**config.mk**
```make
export PLATFORM = sky130hd
export DESIGN_NAME = tiny_lexer_token_classifier_unit
export DESIGN_NICKNAME = d
export VERILOG_FILES = /design/src/rtl/tlex_pkg.sv /design/src/rtl/tlex_front.sv /design/src/rtl/tlex_queue.sv /design/src/rtl/tlex_back.sv /design/src/rtl/tiny_lexer_token_classifier_unit.sv
export SDC_FILE = /design/constraint.sdc
export NUM_CORES = 1
export LEC_CHECK = 0
export CAP_MARGIN = 10
export CORE_MARGIN = 2
export CORE_UTILIZATION = 44
export DETAILED_ROUTE_END_ITERATION = 8
export DONT_BUFFER_PORTS = 1
export GPL_TIMING_DRIVEN = 0
export PLACE_DENSITY = 0.68
export SYNTH_ARGS = -nofsm -noshare
export SYNTH_HDL_FRONTEND = slang
export SYNTH_SLANG_ARGS = --single-unit
```
**constraint.sdc**
```tcl
create_clock -name clk_i -period 8.8 [get_ports clk_i]
set_input_delay 0.44 -clock clk_i [delete_from_list [all_inputs] [get_ports clk_i]]
set_output_delay 0.44 -clock clk_i [all_outputs]
set_load 0.02 [all_outputs]
```
**src/rtl/tlex_pkg.sv**
```systemverilog
// Shared types, character codes and keyword table for the token scanner.
`timescale 1ns / 1ps

package tlex_pkg;

  localparam int KwCount    = 8;
  localparam int KwMaxLen   = 6;
  localparam int QueueDepth = 4;

  typedef enum logic [3:0] {
    CLS_RESERVED = 4'd0,
    CLS_NUMBER   = 4'd1,
    CLS_IDENT    = 4'd2,
    CLS_PLUS     = 4'd3,
    CLS_MINUS    = 4'd4,
    CLS_MUL      = 4'd5,
    CLS_DIV      = 4'd6,
    CLS_EQUAL    = 4'd7,
    CLS_BRACKET  = 4'd8,
    CLS_SEMI     = 4'd9,
    CLS_ASSIGN   = 4'd10,
    CLS_UNKNOWN  = 4'd11
  } tok_class_e;

  typedef enum logic [1:0] {
    PEND_NONE  = 2'd0,
    PEND_EQ    = 2'd1,
    PEND_COLON = 2'd2
  } pend_e;

  typedef struct packed {
    logic [7:0] char_code;
    logic       end_of_text;
  } tlex_in_t;

  typedef struct packed {
    tok_class_e  token_class;
    logic [31:0] token_start;
    logic [7:0]  token_length;
    logic        last_of_run;
  } tlex_out_t;

  // All tokens caused by one character; first is always valid.
  typedef struct packed {
    logic      two;
    tlex_out_t second;
    tlex_out_t first;
  } tlex_rec_t;

  typedef struct packed {
    logic full;
    logic empty;
  } tlex_q_status_t;

  localparam logic [7:0] CH_SPACE  = 8'h20;
  localparam logic [7:0] CH_TAB    = 8'h09;
  localparam logic [7:0] CH_CR     = 8'h0D;
  localparam logic [7:0] CH_LF     = 8'h0A;
  localparam logic [7:0] CH_PLUS   = 8'h2B;
  localparam logic [7:0] CH_MINUS  = 8'h2D;
  localparam logic [7:0] CH_STAR   = 8'h2A;
  localparam logic [7:0] CH_SLASH  = 8'h2F;
  localparam logic [7:0] CH_LPAREN = 8'h28;
  localparam logic [7:0] CH_RPAREN = 8'h29;
  localparam logic [7:0] CH_SEMI   = 8'h3B;
  localparam logic [7:0] CH_EQUAL  = 8'h3D;
  localparam logic [7:0] CH_COLON  = 8'h3A;

  // Keywords are right-justified: the last character sits in the low byte.
  localparam logic [8*KwMaxLen-1:0] KW_TEXT [KwCount] = '{
    48'("if"), 48'("then"), 48'("else"), 48'("end"),
    48'("repeat"), 48'("until"), 48'("read"), 48'("write")
  };
  localparam logic [7:0] KW_LEN [KwCount] = '{
    8'd2, 8'd4, 8'd4, 8'd3, 8'd6, 8'd5, 8'd4, 8'd5
  };

  function automatic logic is_digit(input logic [7:0] c);
    return (c >= 8'h30) && (c <= 8'h39);
  endfunction

  function automatic logic is_alpha(input logic [7:0] c);
    return ((c >= 8'h61) && (c <= 8'h7A)) || ((c >= 8'h41) && (c <= 8'h5A));
  endfunction

  function automatic logic is_sep(input logic [7:0] c);
    return (c == CH_SPACE) || (c == CH_TAB) || (c == CH_CR) || (c == CH_LF);
  endfunction

  function automatic tok_class_e sym_class(input logic [7:0] c);
    tok_class_e cls;
    unique case (c)
      CH_PLUS:              cls = CLS_PLUS;
      CH_MINUS:             cls = CLS_MINUS;
      CH_STAR:              cls = CLS_MUL;
      CH_SLASH:             cls = CLS_DIV;
      CH_LPAREN, CH_RPAREN: cls = CLS_BRACKET;
      CH_SEMI:              cls = CLS_SEMI;
      default:              cls = CLS_UNKNOWN;
    endcase
    return cls;
  endfunction

  // All eight keyword compares run in parallel; head[0] is the first character.
  function automatic logic kw_match(input logic [KwMaxLen-1:0][7:0] head,
                                    input logic [7:0] len);
    logic [8*KwMaxLen-1:0] cand;
    logic                  hit;
    hit = 1'b0;
    for (int i = 0; i < KwCount; i++) begin
      cand = '0;
      for (int j = 0; j < KwMaxLen; j++) begin
        if (8'(j) < KW_LEN[i]) begin
          cand = {cand[8*KwMaxLen-9:0], head[j]};
        end
      end
      if ((len == KW_LEN[i]) && (cand == KW_TEXT[i])) begin
        hit = 1'b1;
      end
    end
    return hit;
  endfunction

endpackage

```
**src/rtl/tlex_front.sv**
```systemverilog
// Front end: scans one character per beat and builds the tokens it finishes.
`timescale 1ns / 1ps

module tlex_front #(
  parameter int KEYWORD_CHARS = 6,
  parameter int POSITION_BITS = 32
) (
  input  logic                    clk_i,
  input  logic                    rst_ni,
  input  logic                    in_valid_i,
  output logic                    in_stall_o,
  input  tlex_pkg::tlex_in_t      in_i,
  input  tlex_pkg::tlex_q_status_t q_status_i,
  output logic                    push_o,
  output tlex_pkg::tlex_rec_t     rec_o
);
  import tlex_pkg::*;

  localparam int HeadIdxW = $clog2(KEYWORD_CHARS);
  localparam int StartW   = (POSITION_BITS < 32) ? POSITION_BITS : 32;

  logic                     in_word_q, in_word_d;
  logic                     digit_q, digit_d;
  logic [7:0]               len_q, len_d;
  logic [StartW-1:0]        start_q, start_d;
  logic [POSITION_BITS-1:0] pos_q, pos_d;
  pend_e                    pend_q, pend_d;
  logic [7:0]               head_q [KEYWORD_CHARS];

  logic                     accept;
  logic [7:0]               c;
  logic                     last;
  logic                     pend_valid, pair, alnum, alnum_path, other_path;
  logic [StartW-1:0]        pos_s;
  logic                     in_word_m, digit_m;
  logic [7:0]               len_base, len_m;
  logic [StartW-1:0]        start_a;
  logic                     wr_head;
  logic [KwMaxLen-1:0][7:0] head_view;
  logic                     flush_word;
  tok_class_e               word_cls;
  logic                     pend_set_eq, pend_set_col, sym_emit;
  logic [4:0]               ev_v;
  tlex_out_t                ev_tok [5];
  logic                     have0;

  assign accept     = in_valid_i && !q_status_i.full;
  assign in_stall_o = q_status_i.full;

  always_comb begin
    c          = in_i.char_code;
    last       = in_i.end_of_text;
    pend_valid = (pend_q == PEND_EQ) || (pend_q == PEND_COLON);
    pair       = pend_valid && (c == CH_EQUAL);
    alnum      = is_digit(c) || is_alpha(c);
    alnum_path = !pair && alnum;
    other_path = !pair && !alnum;
    pos_s      = pos_q[StartW-1:0];

    // Word state after this character, before any flush.
    in_word_m = in_word_q || alnum_path;
    digit_m   = (alnum_path && !in_word_q) ? is_digit(c) : digit_q;
    start_a   = (alnum_path && !in_word_q) ? pos_s : start_q;
    len_base  = in_word_q ? len_q : 8'd0;
    if (alnum_path) begin
      len_m = (len_base == 8'd255) ? 8'd255 : len_base + 8'd1;
    end else begin
      len_m = len_q;
    end
    wr_head = alnum_path && (len_base < 8'(KEYWORD_CHARS));
    for (int j = 0; j < KwMaxLen; j++) begin
      head_view[j] = (wr_head && (len_base == 8'(j))) ? c : head_q[j];
    end

    flush_word = in_word_m && (other_path || last);
    if (digit_m) begin
      word_cls = CLS_NUMBER;
    end else if (kw_match(head_view, len_m)) begin
      word_cls = CLS_RESERVED;
    end else begin
      word_cls = CLS_IDENT;
    end

    pend_set_eq  = other_path && (c == CH_EQUAL);
    pend_set_col = other_path && (c == CH_COLON);
    sym_emit     = other_path && !is_sep(c) && (c != CH_EQUAL) && (c != CH_COLON);

    // Candidate tokens in the order they leave the block.
    ev_v[0] = pair;
    ev_tok[0].token_class  = (pend_q == PEND_EQ) ? CLS_EQUAL : CLS_ASSIGN;
    ev_tok[0].token_start  = 32'(start_q);
    ev_tok[0].token_length = 8'd2;
    ev_tok[0].last_of_run  = 1'b0;

    ev_v[1] = !pair && pend_valid;
    ev_tok[1].token_class  = CLS_UNKNOWN;
    ev_tok[1].token_start  = 32'(start_q);
    ev_tok[1].token_length = 8'd1;
    ev_tok[1].last_of_run  = 1'b0;

    ev_v[2] = flush_word;
    ev_tok[2].token_class  = word_cls;
    ev_tok[2].token_start  = 32'(start_a);
    ev_tok[2].token_length = len_m;
    ev_tok[2].last_of_run  = 1'b0;

    ev_v[3] = sym_emit;
    ev_tok[3].token_class  = sym_class(c);
    ev_tok[3].token_start  = 32'(pos_s);
    ev_tok[3].token_length = 8'd1;
    ev_tok[3].last_of_run  = 1'b0;

    // A lone '=' or ':' on the last character is flushed at once.
    ev_v[4] = last && (pend_set_eq || pend_set_col);
    ev_tok[4].token_class  = CLS_UNKNOWN;
    ev_tok[4].token_start  = 32'(pos_s);
    ev_tok[4].token_length = 8'd1;
    ev_tok[4].last_of_run  = 1'b0;

    // At most two candidates fire for any character.
    have0 = 1'b0;
    rec_o = '0;
    for (int i = 0; i < 5; i++) begin
      if (ev_v[i]) begin
        if (!have0) begin
          rec_o.first = ev_tok[i];
          have0       = 1'b1;
        end else begin
          rec_o.second = ev_tok[i];
          rec_o.two    = 1'b1;
        end
      end
    end
    rec_o.first.last_of_run  = !rec_o.two;
    rec_o.second.last_of_run = 1'b1;

    push_o = accept && (ev_v != 5'd0);

    in_word_d = in_word_m && !flush_word;
    digit_d   = flush_word ? 1'b0 : digit_m;
    len_d     = flush_word ? 8'd0 : len_m;
    start_d   = (pend_set_eq || pend_set_col) ? pos_s : start_a;
    if (last) begin
      pend_d = PEND_NONE;
    end else if (pend_set_eq) begin
      pend_d = PEND_EQ;
    end else if (pend_set_col) begin
      pend_d = PEND_COLON;
    end else begin
      pend_d = PEND_NONE;
    end
    pos_d = pos_q + POSITION_BITS'(1);
  end

  always_ff @(posedge clk_i or negedge rst_ni) begin
    if (!rst_ni) begin
      in_word_q <= 1'b0;
      digit_q   <= 1'b0;
      len_q     <= 8'd0;
      start_q   <= '0;
      pos_q     <= '0;
      pend_q    <= PEND_NONE;
    end else if (accept) begin
      in_word_q <= in_word_d;
      digit_q   <= digit_d;
      len_q     <= len_d;
      start_q   <= start_d;
      pos_q     <= pos_d;
      pend_q    <= pend_d;
    end
  end

  always_ff @(posedge clk_i) begin
    if (accept && wr_head) begin
      head_q[len_base[HeadIdxW-1:0]] <= c;
    end
  end

endmodule

```
**src/rtl/tlex_queue.sv**
```systemverilog
// Small record queue that decouples the scanner from the output stage.
`timescale 1ns / 1ps

module tlex_queue (
  input  logic                     clk_i,
  input  logic                     rst_ni,
  input  logic                     push_i,
  input  tlex_pkg::tlex_rec_t      rec_i,
  input  logic                     pop_i,
  output tlex_pkg::tlex_q_status_t status_o,
  output tlex_pkg::tlex_rec_t      rec_o
);
  import tlex_pkg::*;

  localparam int PtrW = $clog2(QueueDepth);

  tlex_rec_t       mem_q [QueueDepth];
  logic [PtrW-1:0] wr_ptr_q, wr_ptr_d;
  logic [PtrW-1:0] rd_ptr_q, rd_ptr_d;
  logic [PtrW:0]   count_q, count_d;

  always_comb begin
    status_o.full  = (count_q == (PtrW + 1)'(QueueDepth));
    status_o.empty = (count_q == '0);
    rec_o          = mem_q[rd_ptr_q];
    wr_ptr_d       = push_i ? wr_ptr_q + PtrW'(1) : wr_ptr_q;
    rd_ptr_d       = pop_i ? rd_ptr_q + PtrW'(1) : rd_ptr_q;
    unique case ({push_i, pop_i})
      2'b10:   count_d = count_q + (PtrW + 1)'(1);
      2'b01:   count_d = count_q - (PtrW + 1)'(1);
      default: count_d = count_q;
    endcase
  end

  always_ff @(posedge clk_i or negedge rst_ni) begin
    if (!rst_ni) begin
      wr_ptr_q <= '0;
      rd_ptr_q <= '0;
      count_q  <= '0;
    end else begin
      wr_ptr_q <= wr_ptr_d;
      rd_ptr_q <= rd_ptr_d;
      count_q  <= count_d;
    end
  end

  always_ff @(posedge clk_i) begin
    if (push_i) begin
      mem_q[wr_ptr_q] <= rec_i;
    end
  end

endmodule

```
**src/rtl/tlex_back.sv**
```systemverilog
// Back end: unpacks queued records into one token beat per cycle while the receiver does not stall.
`timescale 1ns / 1ps

module tlex_back (
  input  logic                     clk_i,
  input  logic                     rst_ni,
  input  tlex_pkg::tlex_q_status_t q_status_i,
  input  tlex_pkg::tlex_rec_t      q_rec_i,
  output logic                     pop_o,
  output logic                     out_valid_o,
  input  logic                     out_stall_i,
  output tlex_pkg::tlex_out_t      out_o
);
  import tlex_pkg::*;

  logic      cur_v_q;
  logic      second_q;
  tlex_rec_t cur_q;
  logic      out_acc, finish, advance;

  assign out_valid_o = cur_v_q;
  assign out_o       = second_q ? cur_q.second : cur_q.first;
  assign out_acc     = cur_v_q && !out_stall_i;
  assign finish      = out_acc && (second_q || !cur_q.two);
  assign advance     = out_acc && !finish;
  assign pop_o       = !q_status_i.empty && (!cur_v_q || finish);

  always_ff @(posedge clk_i or negedge rst_ni) begin
    if (!rst_ni) begin
      cur_v_q  <= 1'b0;
      second_q <= 1'b0;
    end else if (pop_o) begin
      cur_v_q  <= 1'b1;
      second_q <= 1'b0;
    end else if (finish) begin
      cur_v_q  <= 1'b0;
      second_q <= 1'b0;
    end else if (advance) begin
      second_q <= 1'b1;
    end
  end

  always_ff @(posedge clk_i) begin
    if (pop_o) begin
      cur_q <= q_rec_i;
    end
  end

endmodule

```
**src/rtl/tiny_lexer_token_classifier_unit.sv**
```systemverilog
// Top level of the streaming token scanner.
`timescale 1ns / 1ps

// Usage:
//   The input channel takes one source character per beat (char_code plus an
//   end_of_text flag). The output channel gives one token per beat: class,
//   start offset, length, and last_of_run on the final token a character caused.
//   A character finishes zero, one or two tokens.
//   A token is written into the queue when the character that finishes it is
//   accepted, then popped into the output register, from which it leaves; the
//   second token of a pair follows from the same register once the first is taken.
//   Throughput: one character per cycle while the queue is not full. The scanner,
//   including the parallel keyword compare, takes a new character while earlier
//   tokens wait; the output stage moves one token per cycle while the receiver
//   does not stall, and a four-record queue between the two halves absorbs pairs.
//   When the receiver stalls, the held token stays unchanged; the scanner keeps
//   taking characters until the queue is full, then stalls its input.
//   Reset clears the word state, any pending '=' or ':', the queue and the
//   position counter; the first character after reset has offset zero.
//   The end_of_text flag flushes the pending token; offsets keep counting.
module tiny_lexer_token_classifier_unit #(
  parameter int KEYWORD_CHARS = 6,
  parameter int POSITION_BITS = 32
) (
  input  logic                clk_i,
  input  logic                rst_ni,
  input  logic                in_valid_i,
  output logic                in_stall_o,
  input  tlex_pkg::tlex_in_t  in_i,
  output logic                out_valid_o,
  input  logic                out_stall_i,
  output tlex_pkg::tlex_out_t out_o
);
  import tlex_pkg::*;

  logic           push, pop;
  tlex_rec_t      push_rec, pop_rec;
  tlex_q_status_t q_status;

  tlex_front #(
    .KEYWORD_CHARS(KEYWORD_CHARS),
    .POSITION_BITS(POSITION_BITS)
  ) u_front (
    .clk_i     (clk_i),
    .rst_ni    (rst_ni),
    .in_valid_i(in_valid_i),
    .in_stall_o(in_stall_o),
    .in_i      (in_i),
    .q_status_i(q_status),
    .push_o    (push),
    .rec_o     (push_rec)
  );

  tlex_queue u_queue (
    .clk_i   (clk_i),
    .rst_ni  (rst_ni),
    .push_i  (push),
    .rec_i   (push_rec),
    .pop_i   (pop),
    .status_o(q_status),
    .rec_o   (pop_rec)
  );

  tlex_back u_back (
    .clk_i      (clk_i),
    .rst_ni     (rst_ni),
    .q_status_i (q_status),
    .q_rec_i    (pop_rec),
    .pop_o      (pop),
    .out_valid_o(out_valid_o),
    .out_stall_i(out_stall_i),
    .out_o      (out_o)
  );

`ifndef SYNTHESIS
  a_no_push_when_full: assert property (@(posedge clk_i) disable iff (!rst_ni)
    push |-> !q_status.full)
    else $error("record pushed into a full queue");

  a_no_pop_when_empty: assert property (@(posedge clk_i) disable iff (!rst_ni)
    pop |-> !q_status.empty)
    else $error("record popped from an empty queue");

  a_pair_completes: assert property (@(posedge clk_i) disable iff (!rst_ni)
    (out_valid_o && !out_stall_i && !out_o.last_of_run) |=> out_valid_o)
    else $error("second token of a pair did not follow");
`endif

endmodule

```
### Yosys cells after proc, flatten, opt, wreduce, memory -nomap -nowiden

Memories as Yosys holds them, arrays and structs flattened. A register that Yosys moved wholly into a read port is not among the register bits.
Cells that the tools add are included.

| storage, ports and cells | value |
|---|---|
| register bits after elaboration | 86 |
| bits in writable memories | 408 |
| input port bits | 13 |
| memories kept | 2 |
| memory bits (read-only) | 0 |
| output and inout bits | 47 |
| latch bits | 0 |
| word-level logic and storage cells | 197 |

| operators by class | value |
|---|---|
| reduce and logical (&&, ||, !) cells | 68 |
| muxes and demuxes | 63 |
| multiply operators | 0 |
| divide/modulo/power cells | 0 |
| equal/unequal tests | 39 |
| bitwise gates (word level) | 0 |
| shift operators | 0 |
| order comparisons | 7 |
| add/sub/neg operators | 6 |

Memory list:

| name | depth | bits a word | rd ports | clocked after Yosys merged registers in | write ports | line | source |
|---|---|---|---|---|---|---|---|
| u_queue.mem_q | 4 | 90 | 1 | 1 | 1 | tlex_queue.sv:17 | `tlex_rec_t mem_q [QueueDepth];` |
| u_front.head_q | 6 | 8 | 6 | 0 | 1 | tlex_front.sv:28 | `logic [7:0] head_q [KEYWORD_CHARS];` |

Operators by type and width:

| cell | number |
|---|---|
| two-way mux 91 bit | 4 |
| two-way mux 45 bit | 6 |
| two-way mux 48 bit | 5 |
| two-way mux 46 bit | 4 |
| == test 48 x 31 -> 1 bit, second input constant | 3 |
| == test 48 x 39 -> 1 bit, second input constant | 2 |
| == test 8 x 6 -> 1 bit, second input constant | 10 |
| two-way mux 8 bit | 10 |
| two-way mux 32 bit | 2 |
| == test 48 x 15 -> 1 bit, second input constant | 1 |
| == test 48 x 23 -> 1 bit, second input constant | 1 |
| == test 48 x 47 -> 1 bit, second input constant | 1 |
| == test 8 x 3 -> 1 bit, second input constant | 5 |
| logical AND 1 bit | 38 |
| adder 32 x 1 -> 32 bit, second input constant | 1 |
| == test 8 x 2 -> 1 bit, second input constant | 4 |
| == test 8 x 4 -> 1 bit, second input constant | 3 |
| two-way mux 1 bit | 24 |
| one-hot mux 4 bit (6 select lines) | 1 |
| greater-or-equal comparator 8 x 7 -> 1 bit, second input constant | 2 |
| less-or-equal comparator 8 x 7 -> 1 bit, second input constant | 2 |
| inequality test 8 x 6 -> 1 bit, second input constant | 2 |
| logical NOT 1 bit | 12 |
| logical OR 1 bit | 11 |
| other kinds (21) | 29 |

### Depth between registers and ports, before layout

Gate-level depths: netlist (run 1).

| logic depth | value |
|---|---|
| word-level depth | 29 |
| depth in mapped cells | 17 |
| mapped depth without buffers | 15 |

### Hierarchy

Synthesis (run 1) repeated with hierarchy kept, for this count alone.

| second synthesis, totals | value |
|---|---|
| cells, all modules | 1,376 |
| area total of the unflattened synthesis | 24,357.1 sq um |

Modules (own cells, without submodules):

| module | area an instance (sq um) | sequential area each (sq um) | cells an instance | instances |
|---|---|---|---|---|
| tlex_queue | 13,528.0 | 11,105.7 | 512 | 1 |
| tlex_front | 7,252.0 | 3,343.2 | 714 | 1 |
| tlex_back | 3,577.2 | 2,782.7 | 150 | 1 |

### Worst setup path before layout (run 1)

Ideal clock, no wire load.

| timing path | value |
|---|---|
| kind | register -> register |
| from | register, netlist name u_back.cur_q[90] |
| to | register u_queue.count_q[2] |
| clock period less this slack | 6.353 ns |
| library setup time | 0.079 ns |
| cell stages (with the launch flop) | 10 |
| data arrival time | 6.274 ns |
| slack | 2.447 ns |
| cells stage by stage | edfxtp_1 -> nor2b_1 -> o21ai_0 -> nor2b_1 -> ha_1 -> inv_1 -> fa_1 -> xor2_1 -> nor2_1 -> xor2_1 |

| between the ends | value |
|---|---|
| cells in the longest elaborated chain, start to end | 7 |

RTL lines:

| what | line | source |
|---|---|---|
| logical NOT 1 bit (*) | tlex_back.sv:24 | `assign finish = out_acc && (second_q \|\| !cur_q.two);` |
| logical OR 1 bit (*) | tlex_back.sv:24 |  |
| logical AND 1 bit (*) | tlex_back.sv:24 |  |
| logical OR 1 bit (*) | tlex_back.sv:26 | `assign pop_o = !q_status_i.empty && (!cur_v_q \|\| finish);` |
| logical AND 1 bit (*) | tlex_back.sv:26 |  |
| via pop | tiny_lexer_token_classifier_unit.sv:36 | `logic push, pop;` |
| == test 2 x 1 -> 1 bit / == test 2 bit (equally long branches) | tlex_queue.sv:28 | `unique case ({push_i, pop_i})` |
| one-hot mux 3 bit (2 select lines) / nonzero test 2 bit (equally long branches) | n/a |  |
| end signal: assignment | tlex_queue.sv:43 | `count_q <= count_d;` |
| end: declaration | tlex_queue.sv:20 | `logic [PtrW:0] count_q, count_d;` |

Mark *: on every way through the listed nets, which the timed path passes. The rest lies on a longest branch.
A chain may end at the register's enable or synchronous reset.

==> metrics.md, run 1 <==
| Metric | Value |
|---|---|
| Outcome | `complete, no violations` |
| RD Place Congestion | `0.8640` |
| P&R area growth vs syn | `13.18%` |
| Vias in the first global route | `12.80k` |
| Initial antenna violation count | `1` |
| Asr flop ratio synth | `14.58%` |
| Hold Crit Class | `primary input to flop` |
| Wirelength, routed | `50020 µm` |
| Critical path's slowest cell | `o41ai_1` |
| PD cells | `305.4 nW/µm²` |
| Iteration-0 DRC Markers | `1051` |
| First-pass GRT wire length | `76200 µm` |
| Register Area | `17080 µm²` |
| Critical path capture point type | `flop` |
| Clock Sink Count | `583` |
| DRT Pass-1 Iters | `5` |
| Row cnt | `85` |
| Top-Level Pins | `60` |
| Max-Cap Viols | `0` |
| Leak | `9.423 nW` |
| Synth top area cells | `edfxtp_1 63%, dfrtp_1 8.9%, mux4_2 8.5%` |
| Via-to-Cell Ratio | `5.714` |
| Slowest cell delay on critical path | `0.72 ns` |
| # DRC | `0` |
| Slew HR | `15.20%` |
| Area fraction of the dominant cell type after synthesis | `62.91%` |
| Detailed Place HPWL | `31160 µm` |
| CP most frequent cell | `clkbuf_1` |
| Syn Std Cell Area | `23770 µm²` |
| TNS Setup | `0 ns` |
| Slew Viols, Final | `0` |
| Area of the core | `53600 µm²` |
| CTS tree | `built` |
| Max IR drop VDD | `0.1687 mV` |
| Ratio of cells with drive above 1 in the final layout | `20.45%` |
| Post-synth top flop | `edfxtp_1` |
| Gates resized, CTS repair | `0` |
| Unrepaired setup endpoints after global routing | `false` |
| Num CTS Buffers | `57` |
| H-tree depth | `2` |
| Fin util | `50.19%` |
| Clock Pin Slew Worst Setup and Hold Paths | `0.06 ns` |
| Mapped Cells | `1354` |
| Synth Area per Inst | `17.56 µm²` |
| Critical path class | `flop to flop` |
| Bufs and invs on worst path | `4` |
| Hold_ws | `0.04543 ns` |
| Top-count cell post-synth | `edfxtp_1` |
| All-Layer GR Usage | `17.98%` |
| Synth cell count leaders | `498 x edfxtp_1, 90 x mux4_2, 85 x dfrtp_1` |
| Nets | `1462` |
| Post-Syn Nets | `1379` |
| Via count | `12.45k` |
| Crit-path cells | `clkbuf_1 > clkbuf_1 > nand2_1 > inv_1 > ha_1 > clkbuf_1 > nand4_1 > nor2_1 > nand3_1 > nand2_1 > a2bb2oi_1 > nor3b_1 > o2111ai_1 > a211oi_1 > o41ai_1` |
| CP startpoint kind | `flop` |
| Critical path fanouts, max | `10` |
| Pin count of the biggest net entering global routing | `86` |
| Number of synthesized flops with an enable pin | `498` |
| DIE AREA | `55900 µm²` |
| Max Clock Freq | `205.8 MHz` |
| Least-Margin Pin Slew | `1.269 ns` |
| Top delay family on crit path | `compound AO/OA/AOI/OAI gates` |
| DRT antenna net count | `0` |
| Die Ht | `236.4 µm` |
| Tmin final | `4.859 ns` |
| Post-CTS Setup Inserts | `0` |
| Synth Warn # | `0` |
| Fin Clk Skew | `0.02093 ns` |
| Wirelength per Cell | `22.97 µm` |
| Worst reg-to-reg setup slack | `3.94 ns` |
| # setup viols final | `0` |
| Largest area contributor in the netlist | `edfxtp_1` |
| Sequential area share after synthesis | `71.86%` |
| Post-synth cell types | `71` |
| CP arrival | `5.14 ns` |
| Total grt overflow | `0` |
| Die W | `236.4 µm` |
| Synth Register Bits | `583` |
| Antenna diodes | `0` |
| CTS max path bufs | `3` |
| Final Hold Fails | `0` |
| Later-pin clock latency in the skew report | `0.61 ns` |
| Starting Density | `44.35%` |
| Buffers on Ports | `0` |
| # fillers | `4388` |
| Area occupied by multi-input gates | `6380 µm²` |
| Crit share post-route | `55.21%` |
| Data required, critical path | `9.08 ns` |
| Root buf cell | `clkbuf_16` |
[flip-flops by register name, summed over array words and instances, names as in the netlist]
register            cells
u_front.digit_q         1
u_back.second_q         1
u_front.in_word_q       1
u_front.pend_q          2
u_back.cur_q           90
u_queue.count_q         3
u_queue.mem_q         360
u_front.pos_q          32
u_queue.rd_ptr_q        2
u_front.len_q           8
u_queue.wr_ptr_q        2
u_front.start_q        32
u_back.out_valid_o      1
u_front.head_q         48
[where the power goes]
group / internal, mW / switching [mW]
registers: 3.68 / 0.151
clock network: 1.40 / 1.00
logic: 0.758 / 1.22
[timing repair]
action                                  in CTS  in global routing
hold buffers                                10                  0
endpoints found under the setup margin       0                  0
hold endpoints to repair                   133                  0
[area by class of cell]
class                      instances  area share [%]
sequential                       583           63.49
multi-input combinational        684           23.71
clock buffer                      82           6.065
tap                              696           3.237
timing repair buffer              24           1.349
buffer                            69           1.009
clock inverter                    22          0.8836
inverter                          18          0.2511
[worst paths after layout]
path / start / depth (start not counted) / endpoint
worst max-delay path: u_front.in_word_q$_DFFE_PN0P_ / 15 / u_queue.mem_q[2][86]$_DFFE_PP_
worst min-delay path: out_stall_i / 2 / u_back.out_valid_o$_DFFE_PN0N_
worst max register to register: u_front.in_word_q$_DFFE_PN0P_ / 15 / u_queue.mem_q[2][86]$_DFFE_PP_
worst min register to register: u_front.digit_q$_DFFE_PN0P_ / 2 / u_front.digit_q$_DFFE_PN0P_
max in group asynchronous: rst_ni / 2 / u_front.start_q[5]$_DFFE_PN0P_
min in group asynchronous: rst_ni / 2 / u_front.pos_q[23]$_DFFE_PN0P_
[cells in the final DEF, fill, tap and decap left out, types with 9 or more instances in the layout]
| cell type | Yosys | final |
|---|---|---|
| buf_1 | 11 | 11 |
| nor2_1 | 55 | 55 |
| dlygate4sd3_1 | 0 | 9 |
| a22o_1 | 64 | 64 |
| nand4_1 | 13 | 13 |
| mux4_2 | 90 | 90 |
| o21ai_0 | 33 | 33 |
| nand2_1 | 74 | 74 |
| clkbuf_1 | 53 | 68 |
| xor2_1 | 11 | 11 |
| a21oi_1 | 17 | 17 |
| clkbuf_8 | 0 | 9 |
| ha_1 | 11 | 11 |
| mux2i_1 | 23 | 23 |
| edfxtp_1 | 498 | 498 |
| clkbuf_16 | 0 | 58 |
| nand3_1 | 35 | 35 |
| nor3_1 | 13 | 13 |
| dfrtp_1 | 85 | 85 |
| xnor2_1 | 26 | 26 |
| mux2_2 | 80 | 80 |
| inv_1 | 18 | 18 |
| nor2b_1 | 10 | 9 |
[logic make-up (layout without fill, tap and decap cells)]
logic type	count (synthesis)	after routing	synth area share (%)
DFF	583	583	71.86
adders and majority gates	12	12	0.6632
xor gates and xnor gates	37	37	1.363
AOI/OAI and AO/OA	163	163	5.316
muxes	194	194	13.35
buffers and inverters	87	215	1.426
and+or+nand+nor	278	278	6.022
[stage by stage]
stage          power (mW)  cell area, µm²  std cells  setup WS [ns]
2_1_floorplan       5.292           23770       1354          2.447
3_3_place_gp        5.861           24640       2050        -0.6712
3_5_place_dp        5.912           24900       2062          4.028
4_1_cts             8.333           26890       2176          3.987
5_1_grt             8.577           26900       2178          3.486
6_report            8.217           26900       2178          3.941
[metal layers]
| layer | vias to the layer above | track usage [%] | wire, µm |
|---|---|---|---|
| li1 | 5569 | - | - |
| met2 | 343 | 30.05 | 24470 |
| met3 | 77 | 4.728 | 3413 |
| met1 | 6454 | 23.59 | 21130 |
| met4 | 2 | 4.373 | 987 |
| met5 | - | 0 | 14 |
Note: power is estimated with default switching activity, not from simulation.
==> run 2: changes to the inputs <==
- PLACE_DENSITY: 0.68 -> 0.7
- clock period: 8.8 -> 4.2 ns (I/O delays scaled with it)
==> run 2 against run 1 <==
  * Sequential share of layout area down 0.17 points
  * Non-clock buffer count did not move
  * Cell area increased by 0.27%
  * Setup slack got worse by 3.7 ns
  * Largest power group unchanged
==> metrics.md, run 2 (synthesis results as in run 1) <==
| Metric | Value |
|---|---|
| Vias in the first global route | `13.04k` |
| Commonest non-fill, non-tap cell in the layout | `edfxtp_1` |
| Initial antenna violation count | `1` |
| Data required, critical path | `4.48 ns` |
| DIE AREA | `55900 µm²` |
| Slew HR | `23.02%` |
| Least-Margin Pin Slew | `1.139 ns` |
| Num CTS Buffers | `57` |
| Area of the core | `53600 µm²` |
| Top-Level Pins | `60` |
| Placed insts | `2061` |
| Psw | `5.048 mW` |
| P&R area growth vs syn | `13.49%` |
| DRT antenna net count | `0` |
| Max-Cap Viols | `0` |
| Slew Viols, Final | `0` |
| Post-CTS Setup Inserts | `0` |
| Crit share post-route | `95.38%` |
| Fin util | `50.33%` |
| All-Layer GR Usage | `18.19%` |
| Die W | `236.4 µm` |
| Pint | `12.12 mW` |
| Hold Path Depth | `4` |
| Row cnt | `85` |
| Via-to-Cell Ratio | `5.734` |
| H-tree depth | `2` |
| Iteration-0 DRC Markers | `1133` |
| Seq pwr share | `46.8%` |
| Wirelength per Cell | `23.04 µm` |
| Clock Sink Count | `583` |
| Max Clock Freq | `249.6 MHz` |
| PD cells | `636.3 nW/µm²` |
| # DRC | `0` |
| Max FFs per register | `360` |
| Nets | `1462` |
| Die Ht | `236.4 µm` |
| Most frequent cells in the layout | `498 x edfxtp_1, 90 x mux4_2, 85 x dfrtp_1` |
| Clk pwr share | `28.7%` |
| Later-pin clock latency in the skew report | `0.61 ns` |
| Tmin final | `4.006 ns` |
| Starting Density | `44.35%` |
| # setup viols final | `0` |
| Unrepaired setup endpoints after global routing | `false` |
| Worst R2R Path Depth | `12` |
| CP startpoint kind | `flop` |
| Buffers on Ports | `0` |
| CTS tree | `built` |
| RD Place Congestion | `0.8748` |
| Final non-filler cell total | `2180` |
| Pin count of the biggest net entering global routing | `86` |
| Root buf cell | `clkbuf_16` |
| Max IR drop VDD | `0.3541 mV` |
| Leak | `9.427 nW` |
| Switching part of the total power | `29.41%` |
| First-pass GRT wire length | `77820 µm` |
| Clock Pin Slew Worst Setup and Hold Paths | `0.06 ns` |
| Detailed Place HPWL | `31500 µm` |
| Critical path capture point type | `flop` |
| Critical path class | `flop to flop` |
| DRT Pass-1 Iters | `5` |
| Outcome | `complete, no violations` |
| CTS max path bufs | `3` |
| Total grt overflow | `0` |
| Total power | `17.16 mW` |
| Hold Crit Class | `primary input to flop` |
| Critical path fanouts, max | `10` |
| Area occupied by multi-input gates | `6469 µm²` |
| Fin Clk Skew | `0.02418 ns` |
| Register Area | `17080 µm²` |
| Largest reg by FF count | `u_queue.mem_q` |
| Via count | `12.50k` |
| # fillers | `4347` |
| Wirelength, routed | `50240 µm` |
| Ratio of cells with drive above 1 in the final layout | `21.24%` |
| CP arrival | `4.29 ns` |
| Comb pwr share | `24.5%` |
| Final Hold Fails | `0` |
## run 2: changes by cell type in the layout (fill, tap and decap cells not counted), moves of 4 or more
cell	before	now
clkinv_2	6	14
clkbuf_1	68	60
clkinv_1	4	8
clkbuf_8	9	2
## run 2: final timing paths
| check | startpoint | to | slack (ns) |
|---|---|---|---|
| worst max-delay path | u_front.in_word_q$_DFFE_PN0P_ | u_queue.mem_q[2][42]$_DFFE_PP_ | 0.19 |
| worst min-delay path | in_i[3] | u_front.digit_q$_DFFE_PN0P_ | 0.04 |
| worst max register to register | u_front.in_word_q$_DFFE_PN0P_ | u_queue.mem_q[2][42]$_DFFE_PP_ | 0.19 |
| worst min register to register | u_front.digit_q$_DFFE_PN0P_ | u_front.digit_q$_DFFE_PN0P_ | 0.47 |
| max in group asynchronous | rst_ni | u_queue.rd_ptr_q[1]$_DFFE_PN0P_ | 3.60 |
| min in group asynchronous | rst_ni | u_front.pend_q[1]$_DFFE_PN0P_ | 0.19 |
## run 2: timing repair
item,in CTS,in global routing
gates resized for setup,4,15
pin swaps,0,2
hold buffers,12,0
gates cloned,0,0
endpoints found under the hold margin,137,0
setup endpoints to repair,8,8
## run 2: per-layer routing
metal,wire [µm],vias to the layer above,track usage (%)
li1,-,5568,-
met1,21350,6548,24.29
met2,24980,315,30.52
met3,2876,70,3.616
met4,1038,0,5.006
met5,0,-,0
## run 2: power by group through the flow
stage | registers, mW | clock network (mW) | logic [mW]
final | 8.03 | 4.93 | 4.20
after global routing | 8.13 | 5.26 | 4.52
after global placement | 8.18 | 0 | 3.97
after detailed placement | 8.16 | 0 | 4.25
after CTS | 8.04 | 5.03 | 4.31
after floorplan | 8.07 | 0 | 2.95
## run 2: worst max-delay path, stage by stage, from the launching register on
cell,delay (ns)
dfrtp_1,0.46
clkbuf_4,0.26
buf_2,0.25
nand2_1,0.18
inv_1,0.17
ha_2,0.26
o211ai_4,0.17
mux2i_1,0.23
or2_2,0.33
or4_1,0.51
o221a_1,0.29
o31ai_4,0.30
o221ai_1,0.25
## run 2: through the flow
| step | setup TNS (ns) | instance area (µm²) | hold slack (ns) | setup WS, ns |
|---|---|---|---|---|
| 6_report | 0 | 26980 | 0.04098 | 0.1942 |
| 4_1_cts | 0 | 26880 | 0.0001330 | 0.02012 |
| 3_3_place_gp | -368.82 | 24650 | -0.07575 | -1.009 |
| 2_1_floorplan | 0 | 23780 | -0.08559 | 0.4957 |
| 5_1_grt | 0 | 26980 | 0.05728 | 0.01899 |
| 3_5_place_dp | -15.16 | 24910 | -0.07544 | -0.5093 |
## run 2: cell type report
class | count | share of cell area [%]
buffer | 68 | 1.011
clock buffer | 69 | 5.529
inverter | 18 | 0.2505
multi-input combinational | 684 | 23.98
timing repair buffer | 25 | 1.438
sequential | 583 | 63.32
antenna | 1 | 0.009276
clock inverter | 36 | 1.234
tap | 696 | 3.228
